$ cat src/design/vfcm_pkg.sv
// Package for the voxel face culling mesher: command codes, face directions,
// the voxel store entry and the request bundle passed from the top level to the sequencer.
// No dependencies.
package vfcm_pkg;

	// Command codes carried in the operation field.
	localparam logic [1:0] OP_WRITE = 2'd0;
	localparam logic [1:0] OP_MESH  = 2'd1;
	localparam logic [1:0] OP_START = 2'd2;

	// Face directions in emission order.
	localparam logic [2:0] DIR_NEG_Z = 3'd0;
	localparam logic [2:0] DIR_POS_Z = 3'd1;
	localparam logic [2:0] DIR_POS_Y = 3'd2;
	localparam logic [2:0] DIR_NEG_Y = 3'd3;
	localparam logic [2:0] DIR_NEG_X = 3'd4;
	localparam logic [2:0] DIR_POS_X = 3'd5;

	localparam int unsigned NUM_DIRS = 6;
	localparam int unsigned CNT_W    = 15;

	// One entry of the voxel store.
	typedef struct packed {
		logic       active;
		logic [7:0] red;
		logic [7:0] green;
		logic [7:0] blue;
	} voxel_t;

	// Mesh request from the command decoder to the sequencer.
	typedef struct packed {
		logic       go;
		logic       restart;
		logic [3:0] x;
		logic [3:0] y;
		logic [3:0] z;
	} mesh_req_t;

endpackage

$ cat src/design/vfcm_face_if.sv
// Face record channel of the voxel face culling mesher: handshake and face payload.
// No dependencies.
interface vfcm_face_if;
	logic        valid;
	logic        ready;
	logic [2:0]  face_dir;
	logic [3:0]  face_x;
	logic [3:0]  face_y;
	logic [3:0]  face_z;
	logic [7:0]  red_out;
	logic [7:0]  green_out;
	logic [7:0]  blue_out;
	logic [16:0] base_vertex;
	logic [17:0] index_count;
	logic        last_face;

	modport source (output valid, face_dir, face_x, face_y, face_z, red_out, green_out,
		blue_out, base_vertex, index_count, last_face, input ready);
	modport sink (input valid, face_dir, face_x, face_y, face_z, red_out, green_out,
		blue_out, base_vertex, index_count, last_face, output ready);
endinterface

$ cat src/design/vfcm_ctrl.sv
// Mesh sequencer: walks the voxel and its six neighbours through one shared address
// adder, gathers exposure bits, then emits one face record per exposed face.
// Depends on vfcm_pkg and vfcm_face_if.
module vfcm_ctrl import vfcm_pkg::*; #(
	parameter int unsigned CHUNK_X = 16,
	parameter int unsigned CHUNK_Y = 16,
	parameter int unsigned CHUNK_Z = 16,
	parameter int unsigned AW      = 12
) (
	input  logic                clk,
	input  logic                arst_n,
	input  mesh_req_t           req,
	input  logic [AW-1:0]       center,
	output logic                busy,
	output logic                rd_en,
	output logic [AW-1:0]       rd_addr,
	input  voxel_t              rd_data,
	vfcm_face_if.source         face
);

	localparam logic [AW-1:0] STRIDE_X = AW'(1);
	localparam logic [AW-1:0] STRIDE_Y = AW'(CHUNK_X);
	localparam logic [AW-1:0] STRIDE_Z = AW'(CHUNK_X * CHUNK_Y);

	// Read steps: the voxel itself, then one per direction (step = direction + 1).
	localparam logic [2:0] ST_CENTER = 3'd0;
	localparam logic [2:0] ST_NEG_Z  = 3'(DIR_NEG_Z + 3'd1);
	localparam logic [2:0] ST_POS_Z  = 3'(DIR_POS_Z + 3'd1);
	localparam logic [2:0] ST_POS_Y  = 3'(DIR_POS_Y + 3'd1);
	localparam logic [2:0] ST_NEG_Y  = 3'(DIR_NEG_Y + 3'd1);
	localparam logic [2:0] ST_NEG_X  = 3'(DIR_NEG_X + 3'd1);
	localparam logic [2:0] ST_POS_X  = 3'(DIR_POS_X + 3'd1);

	typedef enum logic [1:0] {S_IDLE, S_READ, S_DRAIN, S_EMIT} state_t;

	state_t              state_q;
	logic [2:0]          step_q;
	logic [3:0]          x_q, y_q, z_q;
	logic [AW-1:0]       center_q;
	logic [NUM_DIRS-1:0] shown_q;
	logic                active_q;
	logic [7:0]          red_q, green_q, blue_q;
	logic                rd_pend_s1;
	logic [2:0]          rd_step_s1;
	logic [CNT_W-1:0]    cnt_q;

	logic                out_valid_q;
	logic [2:0]          face_dir_q;
	logic [3:0]          face_x_q, face_y_q, face_z_q;
	logic [7:0]          red_out_q, green_out_q, blue_out_q;
	logic [16:0]         base_vertex_q;
	logic [17:0]         index_count_q;
	logic                last_face_q;

	logic [AW-1:0]       offset;
	logic                sub;
	logic                nbr_ok;
	logic                shown_dflt;
	logic [NUM_DIRS-1:0] avail;
	logic [NUM_DIRS-1:0] pick;
	logic [2:0]          pick_dir;
	logic                last;
	logic                out_free;
	logic                load_face;
	logic [CNT_W:0]      cnt_p1;
	logic [17:0]         index_next;

	// Neighbour selection for the shared address adder.
	always_comb begin
		offset = '0;
		sub    = 1'b0;
		nbr_ok = 1'b0;
		case (step_q)
			ST_CENTER: begin
				nbr_ok = 1'b1;
			end
			ST_NEG_Z: begin
				offset = STRIDE_Z;
				sub    = 1'b1;
				nbr_ok = (z_q != 4'd0);
			end
			ST_POS_Z: begin
				offset = STRIDE_Z;
				nbr_ok = (32'(z_q) + 32'd1 < CHUNK_Z);
			end
			ST_POS_Y: begin
				offset = STRIDE_Y;
				nbr_ok = (32'(y_q) + 32'd1 < CHUNK_Y);
			end
			ST_NEG_Y: begin
				offset = STRIDE_Y;
				sub    = 1'b1;
				nbr_ok = (y_q != 4'd0);
			end
			ST_NEG_X: begin
				offset = STRIDE_X;
				sub    = 1'b1;
				nbr_ok = (x_q != 4'd0);
			end
			ST_POS_X: begin
				offset = STRIDE_X;
				nbr_ok = (32'(x_q) + 32'd1 < CHUNK_X);
			end
			default: begin
				nbr_ok = 1'b0;
			end
		endcase
	end

	assign rd_addr    = sub ? (center_q - offset) : (center_q + offset);
	assign rd_en      = (state_q == S_READ) && nbr_ok;
	// Past the chunk edge the x and z faces show, the y faces do not.
	assign shown_dflt = !((step_q == ST_POS_Y) || (step_q == ST_NEG_Y));

	// Lowest exposed face still waiting.
	assign avail = shown_q & {NUM_DIRS{active_q}};
	assign pick  = avail & (~avail + NUM_DIRS'(1));
	assign last  = ((avail & ~pick) == '0);

	always_comb begin
		pick_dir = DIR_NEG_Z;
		for (int i = 0; i < NUM_DIRS; i++) begin
			if (pick[i]) begin
				pick_dir = 3'(i);
			end
		end
	end

	assign out_free   = !out_valid_q || face.ready;
	assign load_face  = (state_q == S_EMIT) && (avail != '0) && out_free;
	assign cnt_p1     = {1'b0, cnt_q} + (CNT_W + 1)'(1);
	assign index_next = 18'({cnt_p1, 2'b00}) + 18'({cnt_p1, 1'b0});

	always_ff @(posedge clk or negedge arst_n) begin
		if (!arst_n) begin
			state_q     <= S_IDLE;
			step_q      <= ST_CENTER;
			rd_pend_s1  <= 1'b0;
			cnt_q       <= '0;
			out_valid_q <= 1'b0;
		end else begin
			rd_pend_s1 <= rd_en;
			rd_step_s1 <= step_q;
			if (rd_pend_s1) begin
				if (rd_step_s1 == ST_CENTER) begin
					active_q <= rd_data.active;
					red_q    <= rd_data.red;
					green_q  <= rd_data.green;
					blue_q   <= rd_data.blue;
				end else begin
					shown_q[3'(rd_step_s1 - 3'd1)] <= !rd_data.active;
				end
			end
			if (out_valid_q && face.ready) begin
				out_valid_q <= 1'b0;
			end
			if (req.restart) begin
				cnt_q <= '0;
			end
			case (state_q)
				S_IDLE: begin
					if (req.go) begin
						x_q      <= req.x;
						y_q      <= req.y;
						z_q      <= req.z;
						center_q <= center;
						step_q   <= ST_CENTER;
						state_q  <= S_READ;
					end
				end
				S_READ: begin
					if (!nbr_ok && (step_q != ST_CENTER)) begin
						shown_q[3'(step_q - 3'd1)] <= shown_dflt;
					end
					if (step_q == ST_POS_X) begin
						state_q <= S_DRAIN;
					end else begin
						step_q <= step_q + 3'd1;
					end
				end
				S_DRAIN: begin
					state_q <= S_EMIT;
				end
				S_EMIT: begin
					if (avail == '0) begin
						state_q <= S_IDLE;
					end else if (out_free) begin
						out_valid_q   <= 1'b1;
						face_dir_q    <= pick_dir;
						face_x_q      <= x_q;
						face_y_q      <= y_q;
						face_z_q      <= z_q;
						red_out_q     <= red_q;
						green_out_q   <= green_q;
						blue_out_q    <= blue_q;
						base_vertex_q <= {cnt_q, 2'b00};
						index_count_q <= index_next;
						last_face_q   <= last;
						shown_q       <= shown_q & ~pick;
						cnt_q         <= cnt_q + CNT_W'(1);
						if (last) begin
							state_q <= S_IDLE;
						end
					end
				end
				default: begin
					state_q <= S_IDLE;
				end
			endcase
		end
	end

	assign busy             = (state_q != S_IDLE);
	assign face.valid       = out_valid_q;
	assign face.face_dir    = face_dir_q;
	assign face.face_x      = face_x_q;
	assign face.face_y      = face_y_q;
	assign face.face_z      = face_z_q;
	assign face.red_out     = red_out_q;
	assign face.green_out   = green_out_q;
	assign face.blue_out    = blue_out_q;
	assign face.base_vertex = base_vertex_q;
	assign face.index_count = index_count_q;
	assign face.last_face   = last_face_q;

	a_no_read_when_idle: assert property (@(posedge clk) disable iff (!arst_n)
		(state_q == S_IDLE) |-> !rd_en)
		else $error("store read issued while the sequencer is idle");

	a_go_only_idle: assert property (@(posedge clk) disable iff (!arst_n)
		req.go |-> (state_q == S_IDLE))
		else $error("mesh request arrived while the sequencer is busy");

	a_pick_single: assert property (@(posedge clk) disable iff (!arst_n)
		$onehot0(pick))
		else $error("more than one face selected in one cycle");

	a_count_step: assert property (@(posedge clk) disable iff (!arst_n)
		load_face |=> (cnt_q == CNT_W'($past(cnt_q) + CNT_W'(1))))
		else $error("face counter did not advance by one on a face load");

endmodule

$ cat src/flat_wrapper.sv
// flat-port wrapper written by rule: the top's interface ports become plain ports
module vfcm_ctrl_flat import vfcm_pkg::*;
#(
	parameter int unsigned CHUNK_X = 16,
	parameter int unsigned CHUNK_Y = 16,
	parameter int unsigned CHUNK_Z = 16,
	parameter int unsigned AW      = 12
)
  (clk, arst_n, req, center, busy, rd_en, rd_addr, rd_data, face_valid, face_face_dir, face_face_x, face_face_y, face_face_z, face_red_out, face_green_out, face_blue_out, face_base_vertex, face_index_count, face_last_face, face_ready);
  vfcm_face_if face_i ();
  input  logic clk;
  input  logic arst_n;
  input  mesh_req_t req;
  input  logic [AW-1:0] center;
  output logic busy;
  output logic rd_en;
  output logic [AW-1:0] rd_addr;
  input  voxel_t rd_data;
  output wire logic [$bits(face_i.valid)-1:0] face_valid;
  output wire logic [$bits(face_i.face_dir)-1:0] face_face_dir;
  output wire logic [$bits(face_i.face_x)-1:0] face_face_x;
  output wire logic [$bits(face_i.face_y)-1:0] face_face_y;
  output wire logic [$bits(face_i.face_z)-1:0] face_face_z;
  output wire logic [$bits(face_i.red_out)-1:0] face_red_out;
  output wire logic [$bits(face_i.green_out)-1:0] face_green_out;
  output wire logic [$bits(face_i.blue_out)-1:0] face_blue_out;
  output wire logic [$bits(face_i.base_vertex)-1:0] face_base_vertex;
  output wire logic [$bits(face_i.index_count)-1:0] face_index_count;
  output wire logic [$bits(face_i.last_face)-1:0] face_last_face;
  input wire logic [$bits(face_i.ready)-1:0] face_ready;
  assign face_valid = face_i.valid;
  assign face_face_dir = face_i.face_dir;
  assign face_face_x = face_i.face_x;
  assign face_face_y = face_i.face_y;
  assign face_face_z = face_i.face_z;
  assign face_red_out = face_i.red_out;
  assign face_green_out = face_i.green_out;
  assign face_blue_out = face_i.blue_out;
  assign face_base_vertex = face_i.base_vertex;
  assign face_index_count = face_i.index_count;
  assign face_last_face = face_i.last_face;
  assign face_i.ready = face_ready;
  vfcm_ctrl #(.CHUNK_X(CHUNK_X), .CHUNK_Y(CHUNK_Y), .CHUNK_Z(CHUNK_Z), .AW(AW)) u_core (.clk(clk), .arst_n(arst_n), .req(req), .center(center), .busy(busy), .rd_en(rd_en), .rd_addr(rd_addr), .rd_data(rd_data), .face(face_i));
endmodule
$ cat config.mk
export PLATFORM = sky130hd
export DESIGN_NAME = vfcm_ctrl_flat
export DESIGN_NICKNAME = d
export VERILOG_FILES = /design/src/design/vfcm_pkg.sv /design/src/design/vfcm_face_if.sv /design/src/design/vfcm_ctrl.sv /design/src/flat_wrapper.sv
export SDC_FILE = /design/constraint.sdc
export NUM_CORES = 1
export LEC_CHECK = 0
export BUFFER_PORTS_ARGS = -buffer_cell sky130_fd_sc_hd__buf_4
export CAP_MARGIN = 20
export CORE_ASPECT_RATIO = 0.8
export CORE_MARGIN = 2
export CORE_UTILIZATION = 30
export DETAILED_ROUTE_END_ITERATION = 6
export GPL_TIMING_DRIVEN = 0
export PLACE_DENSITY = 0.59
export SKIP_LAST_GASP = 1
export SYNTH_ARGS = -nofsm -noshare
export SYNTH_HDL_FRONTEND = slang
export SYNTH_SLANG_ARGS = --single-unit
export TNS_END_PERCENT = 20
$ cat constraint.sdc
create_clock -name clk -period 10.5 [get_ports clk]
set_input_delay 1.05 -clock clk [delete_from_list [all_inputs] [get_ports clk]]
set_output_delay 1.05 -clock clk [all_outputs]
set_load 0.02 [all_outputs]
After elaboration in Yosys (flattened, before gate mapping)
Index checks and enable logic that the tools add are counted.
{ "op_classes": {"n_addsub": 12, "order_cmp": 7, "mux": 37, "bitwise_logic": 7, "n_eq_ne": 14, "n_reduce_logical": 32} }
{ "op_table": {"columns": ["op", "n"], "rows": [
  ["32-bit by 5-bit less-than comparator with 1-bit output, second input constant", 3],
  ["15-bit 2-to-1 mux", 4],
  ["6-bit 2-to-1 mux", 5],
  ["9-bit case mux with 3 select lines", 1],
  ["6-bit AND", 4],
  ["18-bit by 17-bit adder with 18-bit output", 1],
  ["15-bit by 1-bit adder with 16-bit output, second input constant", 1],
  ["15-bit by 1-bit adder with 15-bit output, second input constant", 1],
  ["4-bit by 1-bit adder with 5-bit output, second input constant", 3],
  ["2-bit 2-to-1 mux", 7],
  ["12-bit by 9-bit adder with 12-bit output", 1],
  ["6-bit bitwise mux", 2],
  ["6-bit zero test", 2],
  ["12-bit 2-to-1 mux", 1],
  ["6-bit inverter", 2],
  ["6-bit case mux with 2 select lines", 1],
  ["4-bit nonzero test", 3],
  ["12-bit by 9-bit subtractor with 12-bit output", 1],
  ["3-bit == test, second input constant", 3],
  ["1-bit 2-to-1 mux", 9],
  ["3-bit AND reduction", 3],
  ["3-bit by 4-bit less-than comparator with 1-bit output, second input constant", 2],
  ["2-bit case mux with 4 select lines", 1],
  ["4-bit AND reduction", 2],
  ["24 further kinds", 46]
]} }
{ "word_totals": {"output_inout_bits": 90, "ff_bits": 153, "input_bits": 54} }

Longest topological paths before layout
Gate-level depths: netlist (run 1).
{ "depth": {"depth_word": 11, "depth_mapped": 14, "ltp_nobuf": 13} }

Least setup slack after synthesis (run 1)
OpenSTA, ideal clock, no wires.
{ "synth_path": {"path_type": "register to output", "from": "register u_core.step_q[0]", "to": "output port rd_addr[11]", "t_arrival_ps": 3091, "path_buffers": 1, "path_stages_with_launch": 13, "required_time_ps": 9450, "setup_slack_ps": 6359, "cell_sequence": "dfrtp_1 -> inv_1 -> ha_1 -> clkbuf_1 -> o21ai_1 -> ha_1 -> or3_1 -> ha_1 -> o21ai_0 -> nand2b_1 -> a31oi_1 -> o21ai_0 -> xnor2_1"} }
{ "synth_via": {"elab_chain_cells": 5} }
{ "synth_rtl": {"columns": ["item", "line_no", "text"], "rows": [
  ["from (decl)", "vfcm_ctrl.sv:37", "logic [2:0] step_q;"],
  ["from (signal assigned)", "vfcm_ctrl.sv:178", "step_q <= step_q + 3'd1;"],
  ["3-bit == test (tied with other cells)", "vfcm_ctrl.sv:73", "case (step_q)"],
  ["2-bit OR reduction (no line)", null, null],
  ["9-bit case mux with 3 select lines", "vfcm_ctrl.sv:73", null],
  ["12-bit by 9-bit adder with 12-bit output / 12-bit by 9-bit subtractor with 12-bit output (equally long branches)", "vfcm_ctrl.sv:110", "assign rd_addr = sub ? (center_q - offset) : (center_q + offset);"],
  ["12-bit 2-to-1 mux (*)", "vfcm_ctrl.sv:110", null],
  ["to (decl)", "flat_wrapper.sv:17", "output logic [AW-1:0] rd_addr;"]
]} }
Mark *: on every way between the ends. The rest lies on a longest branch, timed or not.

Worst setup path in the final report (run 1)
{ "layout_path": {"from": "register u_core.step_q[0]", "to": "output port rd_addr[10]"} }
Same word-level chain as after synthesis.

==> results of run 1 <==
-- cells by family (layout without fill, tap and decap cells) --
| kind of cell | count (synthesis) | in the layout | share of synthesized area |
|---|---|---|---|
| XOR/XNOR | 34 | 34 | 0.0409 |
| AO/OA/AOI/OAI | 135 | 135 | 0.125 |
| flip-flops | 152 | 152 | 0.612 |
| other | 1 | 3 | 0.000515 |
| buffers and inverters | 42 | 217 | 0.0236 |
| adder cells (fa/ha/maj) | 43 | 43 | 0.0757 |
| AND/OR/NAND/NOR | 162 | 162 | 0.114 |
| multiplexers | 6 | 6 | 0.00843 |
-- worst max-delay path, stage by stage (launching register included) --
cell,delay (ns)
dfrtp_1,0.56
inv_1,0.17
ha_1,0.24
clkbuf_1,0.23
o21ai_1,0.39
ha_1,0.30
nor2_1,0.07
o21ai_0,0.46
ha_1,0.38
inv_1,0.15
nor4_1,0.08
a21oi_1,0.11
o311ai_0,0.12
a311o_1,0.30
buf_4,0.16
-- per-stage QoR --
stage	setup slack [ns]	power [mW]	std cells	hold slack (ns)	area [um2]
global placement	5.12	1.63	1029	0.400	8730
floorplan	6.36	1.35	577	0.400	7280
finish	5.31	2.21	1064	0.415	9360
CTS	5.23	2.25	1064	0.418	9360
detailed placement	5.72	1.64	1032	0.405	8790
global route	4.85	2.36	1064	0.422	9360
-- cell type report --
cell class / instances / area (um2)
fillers: 2277 / 14200
flip-flops and latches: 152 / 4450
multi-input cells: 383 / 2660
repair buffers: 143 / 1110
clock buffers: 17 / 425
well taps: 312 / 390
clock inverters: 15 / 139
inverters: 28 / 105
plain buffers: 14 / 66.3
-- metal layers --
metal | global-route usage | vias to the layer above | part of all wire
met2 | 0.204 | 123 | 0.47
met4 | 0.0440 | 0 | 0.011
met3 | 0.0365 | 14 | 0.052
met1 | 0.177 | 2398 | 0.47
li1 | - | 2506 | -
met5 | 0 | - | 0
-- worst max path at each step --
| stage | endpoint | from | slack [ns] | cells after the start |
|---|---|---|---|---|
| 2_1_floorplan | rd_addr[11] | u_core.step_q[0]$_DFFE_PN0P_ | 6.36 | 12 |
| 3_3_place_gp | u_core.face.base_vertex[2]$_DFFE_PP_ | face_ready | 5.12 | 6 |
| 3_5_place_dp | rd_addr[10] | u_core.step_q[0]$_DFFE_PN0P_ | 5.72 | 14 |
| 4_1_cts | rd_addr[10] | u_core.step_q[0]$_DFFE_PN0P_ | 5.23 | 14 |
| 5_1_grt | rd_addr[10] | u_core.step_q[0]$_DFFE_PN0P_ | 4.85 | 14 |
| 6_report | rd_addr[10] | u_core.step_q[0]$_DFFE_PN0P_ | 5.31 | 14 |
-- placed cells by master (no fill, tap or decap), drive strengths merged, types with 22 or more instances in the layout --
cell type,count
a21oi,28
buf,148
clkbuf,26
dfrtp,22
edfxtp,130
ha,40
inv,34
nand2,41
nor2,36
o21ai,42
-- power groups by stage --
stage          logic (mW)  registers [mW]  clock network [mW]
2_1_floorplan       0.545           0.807                   0
4_1_cts             0.861           0.775               0.609
3_3_place_gp        0.841           0.790                   0
5_1_grt             0.938           0.782               0.639
6_report            0.852           0.774               0.588
3_5_place_dp        0.857           0.788                   0
-- registers in the layout, indices dropped and copies added, names as in the netlist, 2 cells and up --
register and count:
u_core.face.green_out 8, u_core.cnt_q 15, u_core.center_q 12, u_core.green_q 8, u_core.face.face_x 4, u_core.face.red_out 8, u_core.x_q 4, u_core.face.base_vertex 15
u_core.shown_q 6, u_core.face.face_dir 3, u_core.face.face_y 4, u_core.state_q 2, u_core.blue_q 8, u_core.step_q 3, u_core.face.face_z 4, u_core.z_q 4
u_core.rd_step_s1 3, u_core.y_q 4, u_core.face.index_count 17, u_core.red_q 8, u_core.face.blue_out 8
==> results.md, run 1 <==
* Status: complete, no violations
* Final Wtd Congestion at between 0.8 and 0.9
* Hold-fix buffers at CTS at 0
* Row count at 50
* Synthesis-to-layout area growth at 28.6%
* Core area at between 20000 and 25000 um2
* Cells after synthesis at about 580
* Worst min path class: reg -> reg
* Port Buffer Count at 140
* Iter 0 DRT Violations at about 270
* Mapped Avg Cell Area at about 13 um2
* Post-synthesis sequential area ratio at 0.612
* Largest cells by area after synthesis: edfxtp_1 (54%), dfrtp_1 (7.6%), ha_1 (6.9%), xnor2_1 (2.5%), nand2_1 (2.1%)
* # IOs at roughly 140
* Least-Margin Pin Slew at about 0.80 ns
* Clock network power share at 0.265
* R2R Setup Slk at 6.47 ns
* Final Max Tran Viols at 0
* Min cycle time layout at 5.19 ns
* Crit path arrival time at about 4.1 ns
* Finished Core Util at 0.397
* Worst Reg2Reg Path Length in Cells at 14
* Crit Path Max Fanout at 11
* VDD IR-drop max at 0.0901 mV
* GR Overflow Total at 0
* HP Start: u_core.blue_q[5]$_DFFE_PP_
* PwrDens at about 240 nW/um2
* Synth top cells by count: edfxtp_1 (130), nand2_1 (41), ha_1 (40)
* Synthesized flop and latch total at approximately 150
* Kind of critical path: reg -> out
* Hold depth at 0
* Skew final at 0.0139 ns
* Die Span Y at between 100 and 150 um
* CTS tree: built
* CTS max path bufs at 2
* Mapped cell area at roughly 7300 um2
* Initial Util at 0.309
* Worst slew margin at 0.467
* Postcts setup bufs at 0
* Detailed-route via count at 5041
* Lkg Pwr at 3.76 nW
* Root Buffer: clkbuf_16
* Clock Sinks at between 150 and 200
* Post_cts resized at 0
* Layout Nets at roughly 840
* Unique masters post-synth at 63
* DRC Markers at 0
* CTS Buf Count at 17
* Area share of the largest cell type after synthesis at 0.536
* RSZ-0062 raised after global routing: no
* Die Area at around 26000 um2
* Fin. Hold Viols at 0
* Setup TNS at 0 ns
* Hold worst-path end: u_core.face.blue_out[5]$_DFFE_PP_
* FF-to-FF End: u_core.face.index_count[17]$_DFFE_PP_
* Internal at approximately 1.4 mW
* Synth Flop Type: edfxtp_1
* Drt first pass iters at 5
* Initial antenna violation count at 0
* Clock Latency Late Sink at approximately 0.42 ns
* Post-route ant nets at 0
* Final wirelength at about 16 mm
* Top-count cell post-synth: edfxtp_1
* Achievable Freq at a little under 200 MHz
* Startpoint Class: register
* Switch Pwr at 0.824 mW
* Final Setup Violations at 0
* H-tree depth at 4
* CP Data Required Time at about 9.5 ns
* Die width at roughly 180 um
* Share of cells above drive strength 1 at 0.254
* Routed length per instance at around 15 um
* ANT cells at 0
* Sw frac at 0.372
* Seq pwr share at 0.350
* Yosys top cell by area: edfxtp_1
* Fin crit share at 0.494
* Largest net degree at the start of global routing at 40
* Post-synth ARST share at 0.145
* Vias in the first global route at about 4700
* Number of vias per cell at about 4.7
* GRT Total Usage at 0.131
* Comb pwr share at 0.385
* Clock transition at path regs at approximately 0.070 ns
* Max_cap viols at 0
* Setup crit end kind: output port
* First-pass GRT wire length at 25.6 mm
* EDFF count, synth at 130
* Reg2reg start: u_core.cnt_q[0]$_DFF_PN0_
* Synthesis Warnings at 0
* Hpwl dp at about 12 mm
(Power assumes the default switching activity.)
==> run 2, diff against run 1 <==
--- a/config.mk
+++ b/config.mk
@@ -5,6 +5,7 @@
 export SDC_FILE = /design/constraint.sdc
 export NUM_CORES = 1
 export LEC_CHECK = 0
+export ABC_AREA = 1
 export BUFFER_PORTS_ARGS = -buffer_cell sky130_fd_sc_hd__buf_4
 export CAP_MARGIN = 20
 export CORE_ASPECT_RATIO = 0.8
@@ -12,7 +13,7 @@
 export CORE_UTILIZATION = 30
 export DETAILED_ROUTE_END_ITERATION = 6
 export GPL_TIMING_DRIVEN = 0
-export PLACE_DENSITY = 0.59
+export PLACE_DENSITY = 0.58
 export SKIP_LAST_GASP = 1
 export SYNTH_ARGS = -nofsm -noshare
 export SYNTH_HDL_FRONTEND = slang
==> constraint.sdc (replaced) <==
create_clock -name clk -period 5.4 [get_ports clk]
set_input_delay 0.54 -clock clk [delete_from_list [all_inputs] [get_ports clk]]
set_output_delay 0.54 -clock clk [all_outputs]
set_load 0.02 [all_outputs]
==> run 2 against run 1 <==
Clock skew up 0.0019 ns. Final cell count up 16%. First-iteration DRC count up 8.7%. Cell area up 4.4%. Clock-buffer cell count up 4. Synthesized cell count up 26%. Register-to-register slack worse by 4.1 ns. Largest power group unchanged.
==> results.md, run 2 <==
* Clock transition at path regs at around 0.070 ns
* Lkg Pwr at around 4.3 nW
* Final wirelength at ~17 mm
* Clock Sinks at 152
* Setup crit end kind: output port
* Fin area at about 9800 um2
* Worst Reg2Reg Path Length in Cells at 13
* XOR/XNOR Fraction of Synth Area at 0.0391
* CTS max path bufs at 2
* Final Wtd Congestion at between 0.8 and 0.9
* Kind of critical path: reg -> out
* Area share of the largest cell type after synthesis at 0.512
* RSZ-0062 raised after global routing: no
* Post-synthesis sequential area ratio at 0.585
* Postcts setup bufs at 0
* Multiplexer share of the synthesized area at 0
* Port Buffer Count at 140
* Hpwl dp at around 13 mm
* Skew final at 0.0157 ns
* Fin. Hold Viols at 0
* Die width at between 150 and 200 um
* Iter 0 DRT Violations at approximately 290
* Compound-Gate Fraction of Synth Area at 0.0713
* Crit Path Max Fanout at 9
* Top-count cell post-synth: nand2_1
* Largest net degree at the start of global routing at 33
* Worst min path class: in -> async
* Clock Latency Late Sink at 0.43 ns
* Post-route ant nets at 0
* Post-placement setup slack at 1.76 ns
* Post-DP Area at ~9200 um2
* FF-to-FF End: u_core.face.index_count[16]$_DFFE_PP_
* Number of vias per cell at between 4 and 5
* DRC Markers at 0
* CP max stage cell: dfrtp_1
* Final WS setup at 1.28 ns
* Largest cells by area after synthesis: edfxtp_1 (51%), nand2_1 (8.0%), dfrtp_1 (7.2%), ha_1 (6.6%), inv_1 (4.3%)
* CTS tree: built
* Detailed-route via count at approximately 5500
* GR Overflow Total at 0
* Cell Chain, Critical Path: inv_1 -> ha_1 -> nand2_1 -> nand2_1 -> inv_1 -> ha_1 -> or2_2 -> ha_1 -> a21oi_1 -> o21ai_0 -> nor2_1 -> nor2_1 -> nor2_1 -> xor2_1 -> buf_4
* # IOs at around 140
* Mapped Avg Cell Area at between 10 and 15 um2
* Synthesis-to-layout area growth at 28.3%
* Die Span Y at approximately 150 um
* CP bufs+invs at 3
* Final Max Tran Viols at 0
* Final Setup Violations at 0
* Reg2reg start: u_core.cnt_q[0]$_DFF_PN0_
* Root Buffer: clkbuf_16
* Initial Util at 0.303
* EDFF count, synth at 130
* Synthesis Warnings at 0
* Synth top cells by count: nand2_1 (163), edfxtp_1 (130), inv_1 (87)
* Min cycle time layout at ~4 ns
* CTS Buf Count at 17
* Max_cap viols at 0
* Adder-cell share of the synthesized area at 0.0710
* Largest family of logic cells by synthesized area: simple AND/OR/NAND/NOR gates
* Unique masters post-synth at 39
* Share of cells above drive strength 1 at 0.246
* Routed length per instance at around 14 um
* Vias in the first global route at 5326
* Layout filler cell count at ~2400
* Synth Flop Type: edfxtp_1
* Fin crit share at 0.762
* Commonest non-fill, non-tap cell in the layout: nand2_1
* Crit path arrival time at roughly 3.6 ns
* R2R Setup Slk at around 2.4 ns
* Status: complete, no violations
* Core area at around 25000 um2
* Largest register FFs at 17
* Setup TNS at 0 ns
* Die Area at 26700 um2
* Drt first pass iters at 4
* VDD IR-drop max at 0.412 mV
* ANT cells at 0
* Least-Margin Pin Slew at ~0.74 ns
* Total chip power at around 4.6 mW
* Multi-input gate area at around 2800 um2
* Post_cts resized at 0
* Synth Area in Simple Gates at 0.178
* Hold-fix buffers at CTS at 0
* CP top delay family: simple AND/OR/NAND/NOR gates
* Achievable Freq at around 240 MHz
* Initial antenna violation count at 0
* Cells after synthesis at 727
* Reg area at between 4000 and 5000 um2
* Yosys top cell by area: edfxtp_1
* GRT Total Usage at 0.132
* Mapped cell area at 7620 um2
* Startpoint Class: register
* First-pass GRT wire length at between 20 and 30 mm
* PwrDens at 467 nW/um2
* Layout Nets at 988
* CP Data Required Time at just under 5 ns
* Commonest non-fill, non-tap cells in the layout: nand2_1 (163), buf_4 (143), edfxtp_1 (130)
* Largest stage delay on the critical path at roughly 0.48 ns
* Worst slew margin at 0.506
* H-tree depth at 4
* Synthesized flop and latch total at ~150
* Row count at 52
* Post-synth ARST share at 0.145
==> run 2: worst max-delay path by stage <==
stage	depth (start not counted)	from	endpoint	slack (ns)
2_1_floorplan	8	u_core.active_q$_DFFE_PP_	u_core.face.base_vertex[10]$_DFFE_PP_	0.87
3_3_place_gp	3	arst_n	u_core.face.green_out[4]$_DFFE_PP_	-0.95
3_5_place_dp	15	u_core.step_q[0]$_DFFE_PN0P_	rd_addr[8]	1.76
4_1_cts	15	u_core.step_q[0]$_DFFE_PN0P_	rd_addr[8]	1.27
5_1_grt	15	u_core.step_q[0]$_DFFE_PN0P_	rd_addr[8]	0.96
6_report	15	u_core.step_q[0]$_DFFE_PN0P_	rd_addr[8]	1.28
==> run 2: logic make-up (layout without fill, tap and decap cells) <==
logic type / Yosys count / in the layout
buffers and inverters: 103 / 279
and+or+nand+nor: 308 / 308
DFF: 152 / 152
other: 1 / 3
xor gates and xnor gates: 34 / 34
adders and majority gates: 42 / 42
AOI/OAI and AO/OA: 87 / 87
==> run 2: area by class of cell <==
cell class,instances,share of cell area
Tap cell,324,0.0415
Multi-Input combinational cell,474,0.283
Clock inverter,11,0.0150
Clock buffer,21,0.0451
Inverter,96,0.0369
Timing Repair Buffer,144,0.117
Sequential cell,152,0.456
Buffer,7,0.00627
==> run 2: metrics by stage <==
stage          utilization  hold WS [ns]  std cells
2_1_floorplan            -         0.244        729
3_3_place_gp         0.362         0.400       1193
3_5_place_dp         0.366         0.405       1197
4_1_cts              0.389        0.0526       1229
5_1_grt              0.389        0.0687       1229
6_report             0.389        0.0492       1229
==> run 2: metal layers <==
layer  track usage  wire length [um]
met2         0.193              7420
met3        0.0319               816
met1         0.190              8610
met4        0.0464               159
met5             0                 0
==> run 2: power breakdown <==
part	switching (mW)	internal, mW	total, mW	leakage, nW
clock	0.475	0.728	1.20	0.283
combinational	1.11	0.667	1.77	2.53
sequential	0.105	1.48	1.58	1.49
total	1.69	2.87	4.56	4.31
